--- config.mk ---
export PLATFORM = sky130hd
export DESIGN_NAME = pci_div
export DESIGN_NICKNAME = d
export VERILOG_FILES = /design/src/hw/rtl/pci_pkg.sv /design/src/hw/rtl/pci_div.sv
export SDC_FILE = /design/constraint.sdc
export NUM_CORES = 1
export LEC_CHECK = 0
export ABC_CLOCK_PERIOD_IN_PS = 12250
export BUFFER_PORTS_ARGS = -buffer_cell sky130_fd_sc_hd__buf_2
export CORE_MARGIN = 2
export CORE_UTILIZATION = 62
export DETAILED_ROUTE_END_ITERATION = 10
export PLACE_DENSITY = 0.83
export RECOVER_POWER = 25
export SYNTH_ARGS = -nofsm -noshare
export SYNTH_HDL_FRONTEND = slang
export SYNTH_SLANG_ARGS = --single-unit
--- constraint.sdc ---
create_clock -name clk -period 12.25 [get_ports clk]
set_clock_uncertainty 0.1 [all_clocks]
set_input_delay 0.6125 -clock clk [delete_from_list [all_inputs] [get_ports clk]]
set_output_delay 0.6125 -clock clk [all_outputs]
set_load 0.1 [all_outputs]
--- src/hw/rtl/pci_pkg.sv ---
// Shared types, constants and helpers of the PVT cubic interpolator.
`default_nettype none

package pci_pkg;

  localparam int MODE_W   = 2;
  localparam int IDX_W    = 6;
  localparam int DATA_W   = 32;
  localparam int PERIOD_W = 20;
  localparam int STATUS_W = 2;

  localparam logic [MODE_W-1:0] MODE_WRITE = 2'd0;
  localparam logic [MODE_W-1:0] MODE_START = 2'd1;
  localparam logic [MODE_W-1:0] MODE_TICK  = 2'd2;

  localparam logic [STATUS_W-1:0] STAT_NONE  = 2'd0;
  localparam logic [STATUS_W-1:0] STAT_DONE  = 2'd1;
  localparam logic [STATUS_W-1:0] STAT_FAULT = 2'd2;

  localparam int CFG_IDX_W  = 2;
  localparam int CFG_DATA_W = 20;
  localparam logic [CFG_IDX_W-1:0] CFG_PERIOD = 2'd0;
  localparam logic [CFG_IDX_W-1:0] CFG_START  = 2'd1;
  localparam logic [CFG_IDX_W-1:0] CFG_END    = 2'd2;
  localparam logic [CFG_IDX_W-1:0] CFG_PAUSE  = 2'd3;

  localparam logic [PERIOD_W-1:0] PERIOD_RST = 20'd10000;
  localparam logic [IDX_W-1:0]    START_RST  = 6'd0;
  localparam logic [IDX_W-1:0]    END_RST    = 6'd1;

  localparam int DIV_NUM_W = 84;
  localparam int DIV_DEN_W = 32;
  localparam int DIV_QUO_W = 64;
  localparam int DIV_CNT_W = 7;

  // quotient widths of the divisions used
  localparam logic [DIV_CNT_W-1:0] N_U     = 7'd32;
  localparam logic [DIV_CNT_W-1:0] N_STEPS = 7'd32;
  localparam logic [DIV_CNT_W-1:0] N_SPEED = 7'd48;

  // 65536 / 1e6 = 1024 / 15625
  localparam logic [13:0]          VEL_DIV  = 14'd15625;
  // ceil(2^44 / 15625), exact quotient for dividends below 2^30
  localparam logic [31:0]          VEL_RCP  = 32'd1125899907;
  // 16-bit digits of the 80-bit dividend
  localparam logic [2:0]           ES_DIGITS = 3'd5;
  localparam logic [31:0]          US_PER_S = 32'd1000000;
  localparam logic [48:0]          SPEED_SAT = 49'h1_0000_0000_0000;

  typedef struct packed {
    logic                 start;
    logic [DIV_CNT_W-1:0] nbits;
    logic [DIV_NUM_W-1:0] num;
    logic [DIV_DEN_W-1:0] den;
  } div_req_t;

  typedef struct packed {
    logic                 done;
    logic [DIV_QUO_W-1:0] quo;
  } div_rsp_t;

  typedef struct packed {
    logic signed [DATA_W-1:0] pos;
    logic signed [DATA_W-1:0] vel;
    logic [DATA_W-1:0]        tstamp;
  } tbl_entry_t;

  // Q16 to integer, truncated toward zero, saturated to 32 bits
  function automatic logic [31:0] q16_sat(input logic signed [63:0] q);
    logic [63:0] mag;
    logic [47:0] m;
    mag = q[63] ? (~q + 64'd1) : q;
    m   = mag[63:16];
    if (q[63]) begin
      if (m > 48'h0000_8000_0000) q16_sat = 32'h8000_0000;
      else q16_sat = ~m[31:0] + 32'd1;
    end else begin
      if (m > 48'h0000_7FFF_FFFF) q16_sat = 32'h7FFF_FFFF;
      else q16_sat = m[31:0];
    end
  endfunction

endpackage

`default_nettype wire

--- src/hw/rtl/pci_div.sv ---
// Radix-2 restoring divider, one quotient bit per cycle, quotient width per request.
`default_nettype none

module pci_div (
  input  logic              clk,
  input  logic              rst,
  input  pci_pkg::div_req_t req,
  output pci_pkg::div_rsp_t rsp
);

  logic                                busy;
  logic                                done;
  logic [pci_pkg::DIV_CNT_W-1:0]       cnt;
  logic [pci_pkg::DIV_DEN_W-1:0]       rem;
  logic [pci_pkg::DIV_DEN_W-1:0]       den;
  logic [pci_pkg::DIV_NUM_W-1:0]       sh;
  logic [pci_pkg::DIV_QUO_W-1:0]       quo;
  logic [pci_pkg::DIV_DEN_W:0]         trial;
  logic                                ge;

  always_comb begin
    trial = {rem, sh[pci_pkg::DIV_NUM_W-1]};
    ge    = (trial >= {1'b0, den});
  end

  always_ff @(posedge clk) begin
    if (rst) begin
      busy <= 1'b0;
      done <= 1'b0;
      cnt  <= '0;
    end else begin
      done <= 1'b0;
      if (req.start) begin
        // high part of the dividend is below the divisor by construction
        busy <= 1'b1;
        cnt  <= req.nbits;
        rem  <= pci_pkg::DIV_DEN_W'(req.num >> req.nbits);
        sh   <= req.num << (pci_pkg::DIV_NUM_W - int'(req.nbits));
        den  <= req.den;
        quo  <= '0;
      end else if (busy) begin
        sh  <= sh << 1;
        rem <= ge ? pci_pkg::DIV_DEN_W'(trial - {1'b0, den}) : trial[pci_pkg::DIV_DEN_W-1:0];
        quo <= {quo[pci_pkg::DIV_QUO_W-2:0], ge};
        cnt <= cnt - 1'b1;
        if (cnt == pci_pkg::DIV_CNT_W'(1)) begin
          busy <= 1'b0;
          done <= 1'b1;
        end
      end
    end
  end

  assign rsp.done = done;
  assign rsp.quo  = quo;

endmodule

`default_nettype wire
==> results.md <==
- DR WL/cell: 26.9 um
- Slew Limit Fails: roughly 130
- CP max FO: 87
- Worst Max-Slew Pin Slew: 3.01 ns
- Leak: 0.00883 uW
- Total clock sinks: 221
- Vias in the first global route: 17700
- FF+latch count, synth: 221
- Post-DP HPWL: 52600 um
- Post-synth top cells: 341 x nand2_1, 212 x edfxtp_1, 184 x mux2i_1
- Worst-case reg-to-reg path depth: 10
- Core Box Area: 0.0335 sq mm
- VDD IR-drop max: roughly 0.11 mV
- First-pass GRT wire length: 110000 um
- Final ANT Viol Nets: 0
- Proportion of layout cells with a drive suffix above 1: 0.211
- Die height: 189 um
- Io pins: between 150 and 200
- Row count: 67
- Share of the synthesized area in the top cell type: 0.301
- RR Startpoint: rem[5]
- Cell area after synthesis: 0.0211 sq mm
- Class of the worst hold path: input pin to flop
- Max transition margin: -1.01
- Setup slack, reg-to-reg: 8.28 ns
- Worst Hold Launch: req[7]
- Largest area contributor in the netlist: edfxtp_1
- CTS tree: done
- Syn Inst Count: 2164
- Failing checks: capacitance limit, slew limit
- Fraction of registers with async set or reset after synthesis: 0
- DRT iter0 DRCs: about 3100
- Nets: ~2400
- Setup TNS: 0 ns
- Clk_lat worst skew: about 0.56 ns
- DRC Markers: 0
- Die width: 189 um
- Hold endpoint: den[7]
- Initial antenna violation count: 9
- Post-CTS resize count: 0
- Final min period: 7.11 ns
- Final estimated routing congestion in global placement: 1.07
- Syn nets: 2326
- Power Density: 125 mW/mm^2
- CTS buffer count: 24
- Max Clk Rate: 141 MHz
- Post-CTS Repair Setup Buffers: 0
- Die area: between 0.03 and 0.04 sq mm
- Sequential share of the synthesized area: 0.310
- Number of synthesized flops with an enable pin: 212
- Crit Path Class: input pin to flop
- Synth Flop Type: edfxtp_1
- Synth top area cells: edfxtp_1 30%, mux4_2 17%, mux2i_1 8.7%, nand2_1 6.1%, nor2_1 2.9%
- Final setup fails: 0
- Area Growth Syn to Fin: 7.93%
- Period utilisation layout: 0.581
- Synth Area per Inst: 9.77 sq um
- Vias per inst: 7.22
- Placed Cells: ~2600
- Hold Path Depth: 1
- Endpoints failing hold: 0
- Hold_ws: roughly 0.17 ns
- CTS root buffer: clkbuf_16
- CTS clk-pin slew, worst paths: approximately 0.060 ns
- Top-count cell post-synth: nand2_1
- Status: finished, violations left
- WP data required: 12.31 ns
- H-tree Lvls: 1
- Buffers on Ports: 190
- Yosys warns: 0
- Clock Path Buffers: 3
- Max_cap viols: 2
- Initial core utilization: 0.631
- Hold_buf cts: 0
- Post-Route WL: 72400 um
- R2R Path End: rem[15]
- Largest net degree at the start of global routing: 90
- Data arrival, critical path: 7.17 ns
- Total track usage: 0.401
- Unrepaired setup endpoints after global routing: no
- Setup WS pre-CTS: between 6 and 7 ns
- Vias: 19400
- Startpoint types: input pin
- Non-filler cells, final: 2688
- Library cells used by synthesis: slightly above 80
- Drt first pass iters: 6
- Gr ovfl total: 0
- Crit. End Element: flop
- Final worst slack: 5.14 ns
cells by family (layout without fill, tap and decap cells):
group | Yosys count | in the layout | share of synthesized area
xor+xnor | 38 | 38 | 0.0172
compound gates | 508 | 508 | 0.163
other cells | 0 | 11 | 0
buf+inv | 263 | 328 | 0.0576
simple gates | 709 | 709 | 0.147
mux | 389 | 389 | 0.283
flops | 221 | 221 | 0.310
fa+ha+maj | 36 | 36 | 0.0217
layout make-up:
| cell class | count | area, sq um |
|---|---|---|
| sequential | 221 | 6550 |
| multi-input combinational | 1680 | 13500 |
| fill | 2642 | 10700 |
| tap | 448 | 561 |
| clock buffer | 28 | 626 |
| clock inverter | 16 | 184 |
| antenna | 11 | 27.5 |
| timing repair buffer | 218 | 1140 |
| inverter | 66 | 248 |
placed cells by master, fill, tap and decap left out, types with 34 or more instances in the layout:
cell type | synthesis | routed
o2bb2ai_1 | 41 | 41
mux2_2 | 42 | 42
nor2_1 | 161 | 159
edfxtp_1 | 212 | 212
o21ai_0 | 105 | 104
inv_1 | 62 | 61
nand3_1 | 41 | 41
o211ai_1 | 34 | 34
a211oi_1 | 52 | 52
buf_2 | 49 | 166
mux4_2 | 163 | 163
a21oi_1 | 96 | 96
nor2b_1 | 71 | 71
ha_1 | 35 | 34
mux2i_1 | 184 | 184
nand2_1 | 341 | 341
how the worst max path moves through the flow:
stage / end / startpoint / slack (ns)
3_5_place_dp: sh[67] / req[116] / 6.74
4_1_cts: sh[81] / req[116] / 7.24
6_report: sh[26] / req[123] / 5.14
3_3_place_gp: sh[67] / req[116] / 6.90
2_1_floorplan: quo[0] / req[123] / 2.76
5_1_grt: sh[27] / req[123] / 4.53
critical path, stage by stage:
cell	delay [ns]
clkbuf_1	1.97
clkbuf_1	2.26
nor2_1	0.37
nor2_4	0.89
buf_4	0.98
stage by stage:
step                instance area (sq um)   util  total power (uW)
floorplan                           21100      -              1790
global placement                    22000  0.657              2060
detailed placement                  22000  0.657              2080
CTS                                 22800  0.681              2820
global route                        22800  0.680              2960
finish                              22800  0.681              2860
state kept, by name (all words and copies together), names as in the netlist:
signal / flops
busy: 1
quo: 64
den: 32
rem: 32
cnt: 7
done: 1
sh: 84
routing by layer:
metal	track usage	part of all wire
met5	0	0
met2	0.585	0.42
met1	0.581	0.39
met4	0.171	0.055
met3	0.0842	0.14
power by group:
part / total [uW] / switching [uW] / internal, uW
sequential: 935 / 30.5 / 905
clock: 745 / 328 / 418
combinational: 1180 / 763 / 416
total: 2860 / 1120 / 1740
Note: power is estimated with default switching activity, not from simulation.
